`src/hw/rtl/lr_pkg.sv`:
```
// ----------------------------------------------------------------------------
// lr_pkg: shared types and constants of the line rasterizer
// Item, result and line-state types, mode codes and register map.
// ----------------------------------------------------------------------------
package lr_pkg;

    localparam int COORD_BITS = 16;
    localparam int MAG_BITS   = COORD_BITS + 1;
    localparam int ERR_BITS   = COORD_BITS + 3;
    localparam int COLOR_BITS = 24;
    localparam int CLIP_BITS  = 16;

    localparam int APB_ADDR_BITS = 3;
    localparam int APB_DATA_BITS = 32;

    localparam logic [CLIP_BITS-1:0] CLIP_RESET = 16'sd1250;

    // Word index of a register, taken from paddr[2].
    localparam logic REG_CLIP_Y_LIMIT = 1'b0;

    localparam logic [1:0] MODE_MAP  = 2'd0;
    localparam logic [1:0] MODE_MENU = 2'd1;
    localparam logic [1:0] MODE_TICK = 2'd2;
    localparam logic [1:0] MODE_NONE = 2'd3;

    typedef logic signed [COORD_BITS-1:0] coord_t;
    typedef logic        [MAG_BITS-1:0]   mag_t;
    typedef logic signed [ERR_BITS-1:0]   err_t;
    typedef logic        [COLOR_BITS-1:0] color_t;
    typedef logic signed [CLIP_BITS-1:0]  clip_t;

    typedef struct packed {
        logic [1:0] mode;
        coord_t     start_x;
        coord_t     start_y;
        coord_t     end_x;
        coord_t     end_y;
        color_t     pixel_color;
    } item_t;

    typedef struct packed {
        logic   draw;
        coord_t out_x;
        coord_t out_y;
        color_t out_color;
        logic   last;
    } result_t;

    typedef struct packed {
        logic   line_active;
        logic   menu_kind;
        coord_t cur_x;
        coord_t cur_y;
        coord_t target_x;
        coord_t target_y;
        mag_t   abs_dx;
        mag_t   abs_dy;
        err_t   step_error;
        logic   x_dir_neg;
        logic   y_dir_neg;
        mag_t   steps_left;
        color_t line_color;
    } line_state_t;

endpackage

```
`src/hw/rtl/lr_cfg.sv`:
```
// ----------------------------------------------------------------------------
// lr_cfg: configuration register block
// APB-style slave holding the clip limit for map lines.
// ----------------------------------------------------------------------------
module lr_cfg
(
    input  logic                                 clk,
    input  logic                                 rst_n,
    input  logic                                 psel,
    input  logic                                 penable,
    input  logic                                 pwrite,
    input  logic [lr_pkg::APB_ADDR_BITS-1:0]     paddr,
    input  logic [lr_pkg::APB_DATA_BITS-1:0]     pwdata,
    output logic [lr_pkg::APB_DATA_BITS-1:0]     prdata,
    output logic                                 pready,
    output lr_pkg::clip_t                        clip_y_limit
);

    lr_pkg::clip_t clip_reg;
    lr_pkg::clip_t clip_next;
    logic          word_idx;

    assign word_idx = paddr[2];
    assign pready   = 1'b1;

    always_comb
    begin
        clip_next = clip_reg;
        if (psel && penable && pwrite && word_idx == lr_pkg::REG_CLIP_Y_LIMIT)
        begin
            clip_next = lr_pkg::clip_t'(pwdata[lr_pkg::CLIP_BITS-1:0]);
        end
    end

    always_ff @(posedge clk or negedge rst_n)
    begin
        if (!rst_n)
        begin
            clip_reg <= lr_pkg::CLIP_RESET;
        end
        else
        begin
            clip_reg <= clip_next;
        end
    end

    always_comb
    begin
        prdata = '0;
        if (word_idx == lr_pkg::REG_CLIP_Y_LIMIT)
        begin
            prdata = {{(lr_pkg::APB_DATA_BITS - lr_pkg::CLIP_BITS){clip_reg[lr_pkg::CLIP_BITS-1]}},
                      clip_reg};
        end
    end

    assign clip_y_limit = clip_reg;

endmodule

```
`src/hw/rtl/lr_step.sv`:
```
// ----------------------------------------------------------------------------
// lr_step: one Bresenham step
// Combinational next-state and result logic for one start or tick item.
// ----------------------------------------------------------------------------
module lr_step
(
    input  lr_pkg::item_t       item,
    input  lr_pkg::line_state_t st,
    input  lr_pkg::clip_t       clip_y_limit,
    output lr_pkg::line_state_t st_next,
    output lr_pkg::result_t     res,
    output logic                has_result
);

    localparam int W2 = lr_pkg::ERR_BITS + 1;

    logic signed [lr_pkg::MAG_BITS-1:0] dx;
    logic signed [lr_pkg::MAG_BITS-1:0] dy;
    lr_pkg::mag_t                       adx;
    lr_pkg::mag_t                       ady;

    logic signed [W2-1:0] err2_a;
    logic signed [W2-1:0] err2_b;
    logic signed [W2-1:0] neg_ady;
    logic signed [W2-1:0] pos_adx;
    logic                 step_x;
    logic                 step_y;
    lr_pkg::err_t         err_a;
    lr_pkg::err_t         err_b;
    lr_pkg::coord_t       x_adv;
    lr_pkg::coord_t       y_adv;
    logic                 at_end;
    logic                 fin;

    // Deltas of a start item, one bit wider than the coordinates.
    assign dx  = $signed({item.end_x[lr_pkg::COORD_BITS-1], item.end_x})
               - $signed({item.start_x[lr_pkg::COORD_BITS-1], item.start_x});
    assign dy  = $signed({item.end_y[lr_pkg::COORD_BITS-1], item.end_y})
               - $signed({item.start_y[lr_pkg::COORD_BITS-1], item.start_y});
    assign adx = dx[lr_pkg::MAG_BITS-1] ? lr_pkg::mag_t'(-dx) : lr_pkg::mag_t'(dx);
    assign ady = dy[lr_pkg::MAG_BITS-1] ? lr_pkg::mag_t'(-dy) : lr_pkg::mag_t'(dy);

    // Error update: the y test sees the error after the x test has acted.
    assign neg_ady = -$signed({{(W2 - lr_pkg::MAG_BITS){1'b0}}, st.abs_dy});
    assign pos_adx =  $signed({{(W2 - lr_pkg::MAG_BITS){1'b0}}, st.abs_dx});
    assign err2_a  = $signed({st.step_error, 1'b0});
    assign step_x  = err2_a > neg_ady;
    assign err_a   = step_x
                   ? st.step_error - lr_pkg::err_t'({1'b0, st.abs_dy})
                   : st.step_error;
    assign err2_b  = $signed({err_a, 1'b0});
    assign step_y  = err2_b < pos_adx;
    assign err_b   = step_y ? err_a + lr_pkg::err_t'({1'b0, st.abs_dx}) : err_a;

    assign x_adv = step_x ? (st.x_dir_neg ? st.cur_x - 1'b1 : st.cur_x + 1'b1) : st.cur_x;
    assign y_adv = step_y ? (st.y_dir_neg ? st.cur_y - 1'b1 : st.cur_y + 1'b1) : st.cur_y;

    assign at_end = (st.cur_x == st.target_x) && (st.cur_y == st.target_y);

    always_comb
    begin
        st_next    = st;
        res        = '0;
        has_result = 1'b0;
        fin        = 1'b0;
        unique case (item.mode)
            lr_pkg::MODE_MAP, lr_pkg::MODE_MENU:
            begin
                st_next.cur_x      = item.start_x;
                st_next.cur_y      = item.start_y;
                st_next.target_x   = item.end_x;
                st_next.target_y   = item.end_y;
                st_next.abs_dx     = adx;
                st_next.abs_dy     = ady;
                st_next.x_dir_neg  = !(item.end_x > item.start_x);
                st_next.y_dir_neg  = !(item.end_y > item.start_y);
                st_next.step_error = lr_pkg::err_t'({1'b0, adx}) - lr_pkg::err_t'({1'b0, ady});
                st_next.line_color = item.pixel_color;
                st_next.menu_kind  = (item.mode == lr_pkg::MODE_MENU);
                st_next.steps_left = (adx > ady) ? adx : ady;
                st_next.line_active = (item.mode == lr_pkg::MODE_MENU)
                                    || (adx != '0) || (ady != '0);
            end
            lr_pkg::MODE_TICK:
            begin
                has_result = 1'b1;
                if (!st.line_active)
                begin
                    res.last = 1'b1;
                end
                else
                begin
                    res.out_x     = st.cur_x;
                    res.out_y     = st.cur_y;
                    res.out_color = st.line_color;
                    if (st.menu_kind)
                    begin
                        res.draw = 1'b1;
                        fin      = at_end;
                        if (!at_end)
                        begin
                            st_next.cur_x      = x_adv;
                            st_next.cur_y      = y_adv;
                            st_next.step_error = err_b;
                        end
                    end
                    else
                    begin
                        res.draw           = st.cur_y < clip_y_limit;
                        st_next.cur_x      = x_adv;
                        st_next.cur_y      = y_adv;
                        st_next.step_error = err_b;
                        st_next.steps_left = st.steps_left - 1'b1;
                        fin                = st.steps_left <= lr_pkg::mag_t'(1);
                    end
                    res.last = fin;
                    if (fin)
                    begin
                        st_next.line_active = 1'b0;
                    end
                end
            end
            lr_pkg::MODE_NONE:
            begin
                has_result = 1'b0;
            end
            default:
            begin
                has_result = 1'b0;
            end
        endcase
    end

endmodule

```
`src/hw/rtl/line_rasterizer.sv`:
```
// ----------------------------------------------------------------------------
// line_rasterizer: Bresenham line generator
// Start items load a line, tick items step it and return one pixel each.
// ----------------------------------------------------------------------------
// The block takes one item per clock while item_stall is low and returns one
// result per tick item, through the input register and the result register.
// The rate of one item per cycle is set by the single Bresenham step unit,
// which does the x and y error updates of one step between the input
// register and the result register. A start item (map or menu) loads the
// line and returns nothing; a tick item returns the pixel at the current
// position and then moves one step. Map lines run max(|dx|,|dy|) ticks, leave
// out the endpoint and mark pixels whose y is not below clip_y_limit as not
// drawn. Menu lines end on the endpoint and are never clipped. A tick with no
// active line returns a result with draw low and last high. Mode three is
// ignored. clip_y_limit sits at byte address 0 of the APB port and should be
// written only while the block is idle.
// ----------------------------------------------------------------------------
module line_rasterizer
(
    input  logic                                 clk,
    input  logic                                 rst_n,

    input  logic                                 item_valid,
    output logic                                 item_stall,
    input  lr_pkg::item_t                        item,

    output logic                                 result_valid,
    input  logic                                 result_stall,
    output lr_pkg::result_t                      result,

    input  logic                                 psel,
    input  logic                                 penable,
    input  logic                                 pwrite,
    input  logic [lr_pkg::APB_ADDR_BITS-1:0]     paddr,
    input  logic [lr_pkg::APB_DATA_BITS-1:0]     pwdata,
    output logic [lr_pkg::APB_DATA_BITS-1:0]     prdata,
    output logic                                 pready
);

    // Input stage: the accepted beat waits here for the step unit.
    logic                in_valid_reg;
    logic                in_valid_next;
    lr_pkg::item_t       in_item_reg;
    lr_pkg::item_t       in_item_next;

    // Line state, updated by every start and tick beat.
    lr_pkg::line_state_t line_reg;
    lr_pkg::line_state_t line_next;

    // Result stage.
    logic                out_valid_reg;
    logic                out_valid_next;
    lr_pkg::result_t     out_result_reg;
    lr_pkg::result_t     out_result_next;

    lr_pkg::line_state_t step_state;
    lr_pkg::result_t     step_result;
    logic                step_has_result;
    lr_pkg::clip_t       clip_y_limit;

    logic                out_room;
    logic                step_fire;
    logic                item_take;

    lr_cfg u_cfg
    (
        .clk          (clk),
        .rst_n        (rst_n),
        .psel         (psel),
        .penable      (penable),
        .pwrite       (pwrite),
        .paddr        (paddr),
        .pwdata       (pwdata),
        .prdata       (prdata),
        .pready       (pready),
        .clip_y_limit (clip_y_limit)
    );

    lr_step u_step
    (
        .item         (in_item_reg),
        .st           (line_reg),
        .clip_y_limit (clip_y_limit),
        .st_next      (step_state),
        .res          (step_result),
        .has_result   (step_has_result)
    );

    // A start beat never needs the result stage, so it moves on even while
    // a finished result is held by a stalled consumer.
    assign out_room   = !out_valid_reg || !result_stall;
    assign step_fire  = in_valid_reg && (!step_has_result || out_room);
    assign item_stall = in_valid_reg && !step_fire;
    assign item_take  = item_valid && !item_stall;

    always_comb
    begin
        in_valid_next = in_valid_reg;
        in_item_next  = in_item_reg;
        if (item_take)
        begin
            in_valid_next = 1'b1;
            in_item_next  = item;
        end
        else if (step_fire)
        begin
            in_valid_next = 1'b0;
        end
    end

    always_comb
    begin
        line_next = line_reg;
        if (step_fire)
        begin
            line_next = step_state;
        end
    end

    always_comb
    begin
        out_valid_next  = out_valid_reg;
        out_result_next = out_result_reg;
        if (step_fire && step_has_result)
        begin
            out_valid_next  = 1'b1;
            out_result_next = step_result;
        end
        else if (!result_stall)
        begin
            out_valid_next = 1'b0;
        end
    end

    always_ff @(posedge clk or negedge rst_n)
    begin
        if (!rst_n)
        begin
            in_valid_reg  <= 1'b0;
            out_valid_reg <= 1'b0;
            line_reg      <= '0;
        end
        else
        begin
            in_valid_reg  <= in_valid_next;
            out_valid_reg <= out_valid_next;
            line_reg      <= line_next;
        end
    end

    // Beat payloads need no reset: each is only read while its valid bit
    // is set.
    always_ff @(posedge clk)
    begin
        in_item_reg    <= in_item_next;
        out_result_reg <= out_result_next;
    end

    assign result_valid = out_valid_reg;
    assign result       = out_result_reg;

endmodule

```
`config.mk`:
```
export PLATFORM = sky130hd
export DESIGN_NAME = line_rasterizer
export DESIGN_NICKNAME = d
export VERILOG_FILES = /design/src/hw/rtl/lr_pkg.sv /design/src/hw/rtl/lr_cfg.sv /design/src/hw/rtl/lr_step.sv /design/src/hw/rtl/line_rasterizer.sv
export SDC_FILE = /design/constraint.sdc
export NUM_CORES = 1
export LEC_CHECK = 0
export ABC_AREA = 1
export BUFFER_PORTS_ARGS = -buffer_cell sky130_fd_sc_hd__buf_2
export CAP_MARGIN = 30
export CORE_MARGIN = 3
export CORE_UTILIZATION = 45
export DETAILED_ROUTE_END_ITERATION = 8
export SYNTH_ARGS = -nofsm -noshare
export SYNTH_HDL_FRONTEND = slang
export SYNTH_SLANG_ARGS = --single-unit
```
`constraint.sdc`:
```
create_clock -name clk -period 6.4 [get_ports clk]
set_input_delay 0.96 -clock clk [delete_from_list [all_inputs] [get_ports clk]]
set_output_delay 0.96 -clock clk [all_outputs]
set_load 0.02 [all_outputs]
```
==> results.md <==
* Vias at 20300
* Worst Skew at 0.0252 ns
* Critical path buffers and inverters at 6
* Worst EP required at 6.90 ns
* Gr ovfl total at 0
* Layout cells sized above 1 at 12.1%
* CP endpoint: line_reg[137]$_DFFE_PN0P_
* Initial Util at 45.8%
* Core area at 0.0492 mm2
* CTS root buf: clkbuf_16
* Most frequent cells in the layout: 816 x nand2_1, 422 x inv_1, 271 x nor2_1
* Syn Nets at 3319
* Clock Pin Slew Worst Setup and Hold Paths at 0.06 ns
* FF-to-FF path depth at 39
* Final Hold Vio Count at 0
* Post-synthesis sequential area ratio at 39.8%
* Asr flop ratio synth at 54.9%
* Max clock buf depth at 3
* R2R Path End: line_reg[137]$_DFFE_PN0P_
* Count of TritonRoute iterations in the first routing pass at 5
* Residual DRC at 0
* Total of max-cap violations at 0
* Final instance area at 0.0258 mm2
* P per Cell Area at 442 mW/mm2
* Initial antenna violation count at 3
* Number of buffers created by CTS at 39
* Final Slew Violations at 0
* Area share of the largest cell type after synthesis at 19.7%
* Crit Path Category: reg2reg
* Placed cell count at 3827
* HPWL Detailed at 51100 um
* GRT Util Overall at 24.8%
* Footprint of the multi-input gates at 0.0116 mm2
* First-pass GRT wire length at 105000 um
* NumNets Final at 3526
* Synth cell types at 53
* Starting DRT DRC Count at 1528
* LEAKAGE at 12.9 nW
* Yosys warns at 0
* Die H at 230 um
* Worst R2R Start: line_reg[62]$_DFFE_PN0P_
* DP Area at 0.0242 mm2
* Startpoint types: flip-flop
* Crit path depth at 39
* Post-Synthesis Cell Area at 0.0225 mm2
* Commonest non-fill, non-tap cell in the layout: nand2_1
* Crit. Startpoint: line_reg[62]$_DFFE_PN0P_
* Maximum VDD drop at 0.000237 V
* Vias in the first global route at 19600
* GP Congestion at 0.920
* Clock sink count at 328
* Final Non-Filler Cells at 3917
* Crit path max-delay family: simple AND/OR/NAND/NOR gates
* CTS tree: built
* Reg area at 0.00895 mm2
* CP Capture Type: flip-flop
* Number of flip-flops in the largest register at 162
* Avg Vias per Cell at 5.19
* Final wirelength at 66700 um
* Flop2flop setup slack at 0.47 ns
* Hold-fix buffers, CTS at 0
* Main synth FF type: dfrtp_1
* Synth area leaders: edfxtp_1 20%, dfrtp_1 19%, nand2_1 14%
* Master of the slowest instance on the critical path: dfrtp_1
* Crit path DAT at 6.43 ns
* Min-delay worst type: in2async
* Largest fanout on the critical path at 11
* Clk_lat worst skew at 0.58 ns
* Pin count of the biggest net entering global routing at 96
* # rows at 81
* Rel. slew slack at 40.4%
* Final Setup Violations at 0
* IO Pins at 225
* Area grow syn2layout at 14.5%
* Detail Route Antenna Nets at 0
* Synth Register Bits at 328
* Worst path max stage delay at 0.41 ns
* Syn Area/Cell at 7.47 um2
* Max Fclk at 0.169 GHz
* CTS H-tree depth at 2
* Fin crit period at 5.93 ns
* Number of synthesized flops with an enable pin at 148
* Outcome: finished, final reports clean
* IO Port Bufs at 205
* WL/cell at 17.0 um
* Dominant cell type by area after synthesis: edfxtp_1
* Filler cells at 4771
* Measured slew at the worst slew-check pin at 0.894 ns
* Post-Syn Instances at 3013
* Die width at 230 um
* Fin crit share at 92.6%
* Most used cell, CP: nand2_1
* Die Area at 0.0527 mm2
## cell families (layout without fill, tap and decap cells)
| group | after synthesis | count (layout) | share of synthesized area [%] |
|---|---|---|---|
| other | 1 | 3 | 0.0167 |
| XOR/XNOR | 81 | 81 | 3.15 |
| buffers and inverters | 524 | 762 | 9.28 |
| AO/OA/AOI/OAI | 499 | 499 | 11.9 |
| adder cells (fa/ha/maj) | 174 | 174 | 9.90 |
| AND/OR/NAND/NOR | 1406 | 1406 | 26.0 |
| flip-flops | 328 | 328 | 39.8 |
## per-layer routing
layer	GRT usage [%]	vias up	routed length, um
met5	0	-	13
met4	7.31	2	1750
met3	2.59	103	3070
met2	42.3	452	31800
met1	33.5	9574	30100
li1	-	10200	-
## repair_timing
item                                    4_1_cts  5_1_grt
buffers inserted                              0       13
gates resized for setup                       0       33
endpoints found under the hold margin         0        0
endpoints found under the setup margin        0       35
## area by class of cell
class | instances | area share (%)
diodes | 2 | 0.0194
clock buffers | 51 | 4.12
clock inverters | 21 | 1.01
inverters | 438 | 6.40
multi-input cells | 2161 | 44.8
flip-flops and latches | 328 | 34.7
well taps | 664 | 3.22
repair buffers | 252 | 5.66
## synth_stat cells, drive strengths merged, types with 7 or more instances
cell    count
nand2     830
nor4        7
xnor2      20
nand3b     15
o22ai       7
inv       436
ha        167
clkbuf     49
edfxtp    148
nor3       32
nand4      31
o21ai     243
nor2      284
a31oi      15
a21oi     182
or2        18
buf        37
o21bai      9
fa          7
nand3     183
dfrtp     175
a21o        7
o211ai     13
xor2       61
## stage by stage
stage	total power [W]	setup slack (ns)	utilization [%]	hold slack [ns]	setup TNS, ns
2_1_floorplan	0.00721	0.992	-	0.430	0
3_3_place_gp	0.00878	0.391	49.2	0.438	0
3_5_place_dp	0.00887	0.266	49.2	0.440	0
4_1_cts	0.0112	0.259	51.9	0.457	0
5_1_grt	0.0124	-0.0496	52.4	0.479	-0.507
6_report	0.0114	0.473	52.4	0.452	0
## worst min path at each step
stage                                    from  depth (start not counted)                  endpoint  slack (ns)
floorplan            in_item_reg[0]$_DFFE_PP_                          2   line_reg[0]$_DFFE_PN0P_        0.43
global placement     in_item_reg[0]$_DFFE_PP_                          2   line_reg[0]$_DFFE_PN0P_        0.44
detailed placement  in_item_reg[20]$_DFFE_PP_                          2  line_reg[20]$_DFFE_PN0P_        0.44
CTS                  in_item_reg[1]$_DFFE_PP_                          2   line_reg[1]$_DFFE_PN0P_        0.46
global route         in_item_reg[8]$_DFFE_PP_                          2   line_reg[8]$_DFFE_PN0P_        0.48
finish                                  rst_n                          1  line_reg[78]$_DFFE_PN0P_        0.45
## report_power, final
group | switching [W] | internal [W]
combinational | 0.00384 | 0.00226
sequential | 0.000416 | 0.00259
clock | 0.000937 | 0.00135
total | 0.00519 | 0.00621
Note: power is estimated with default switching activity, not from simulation.
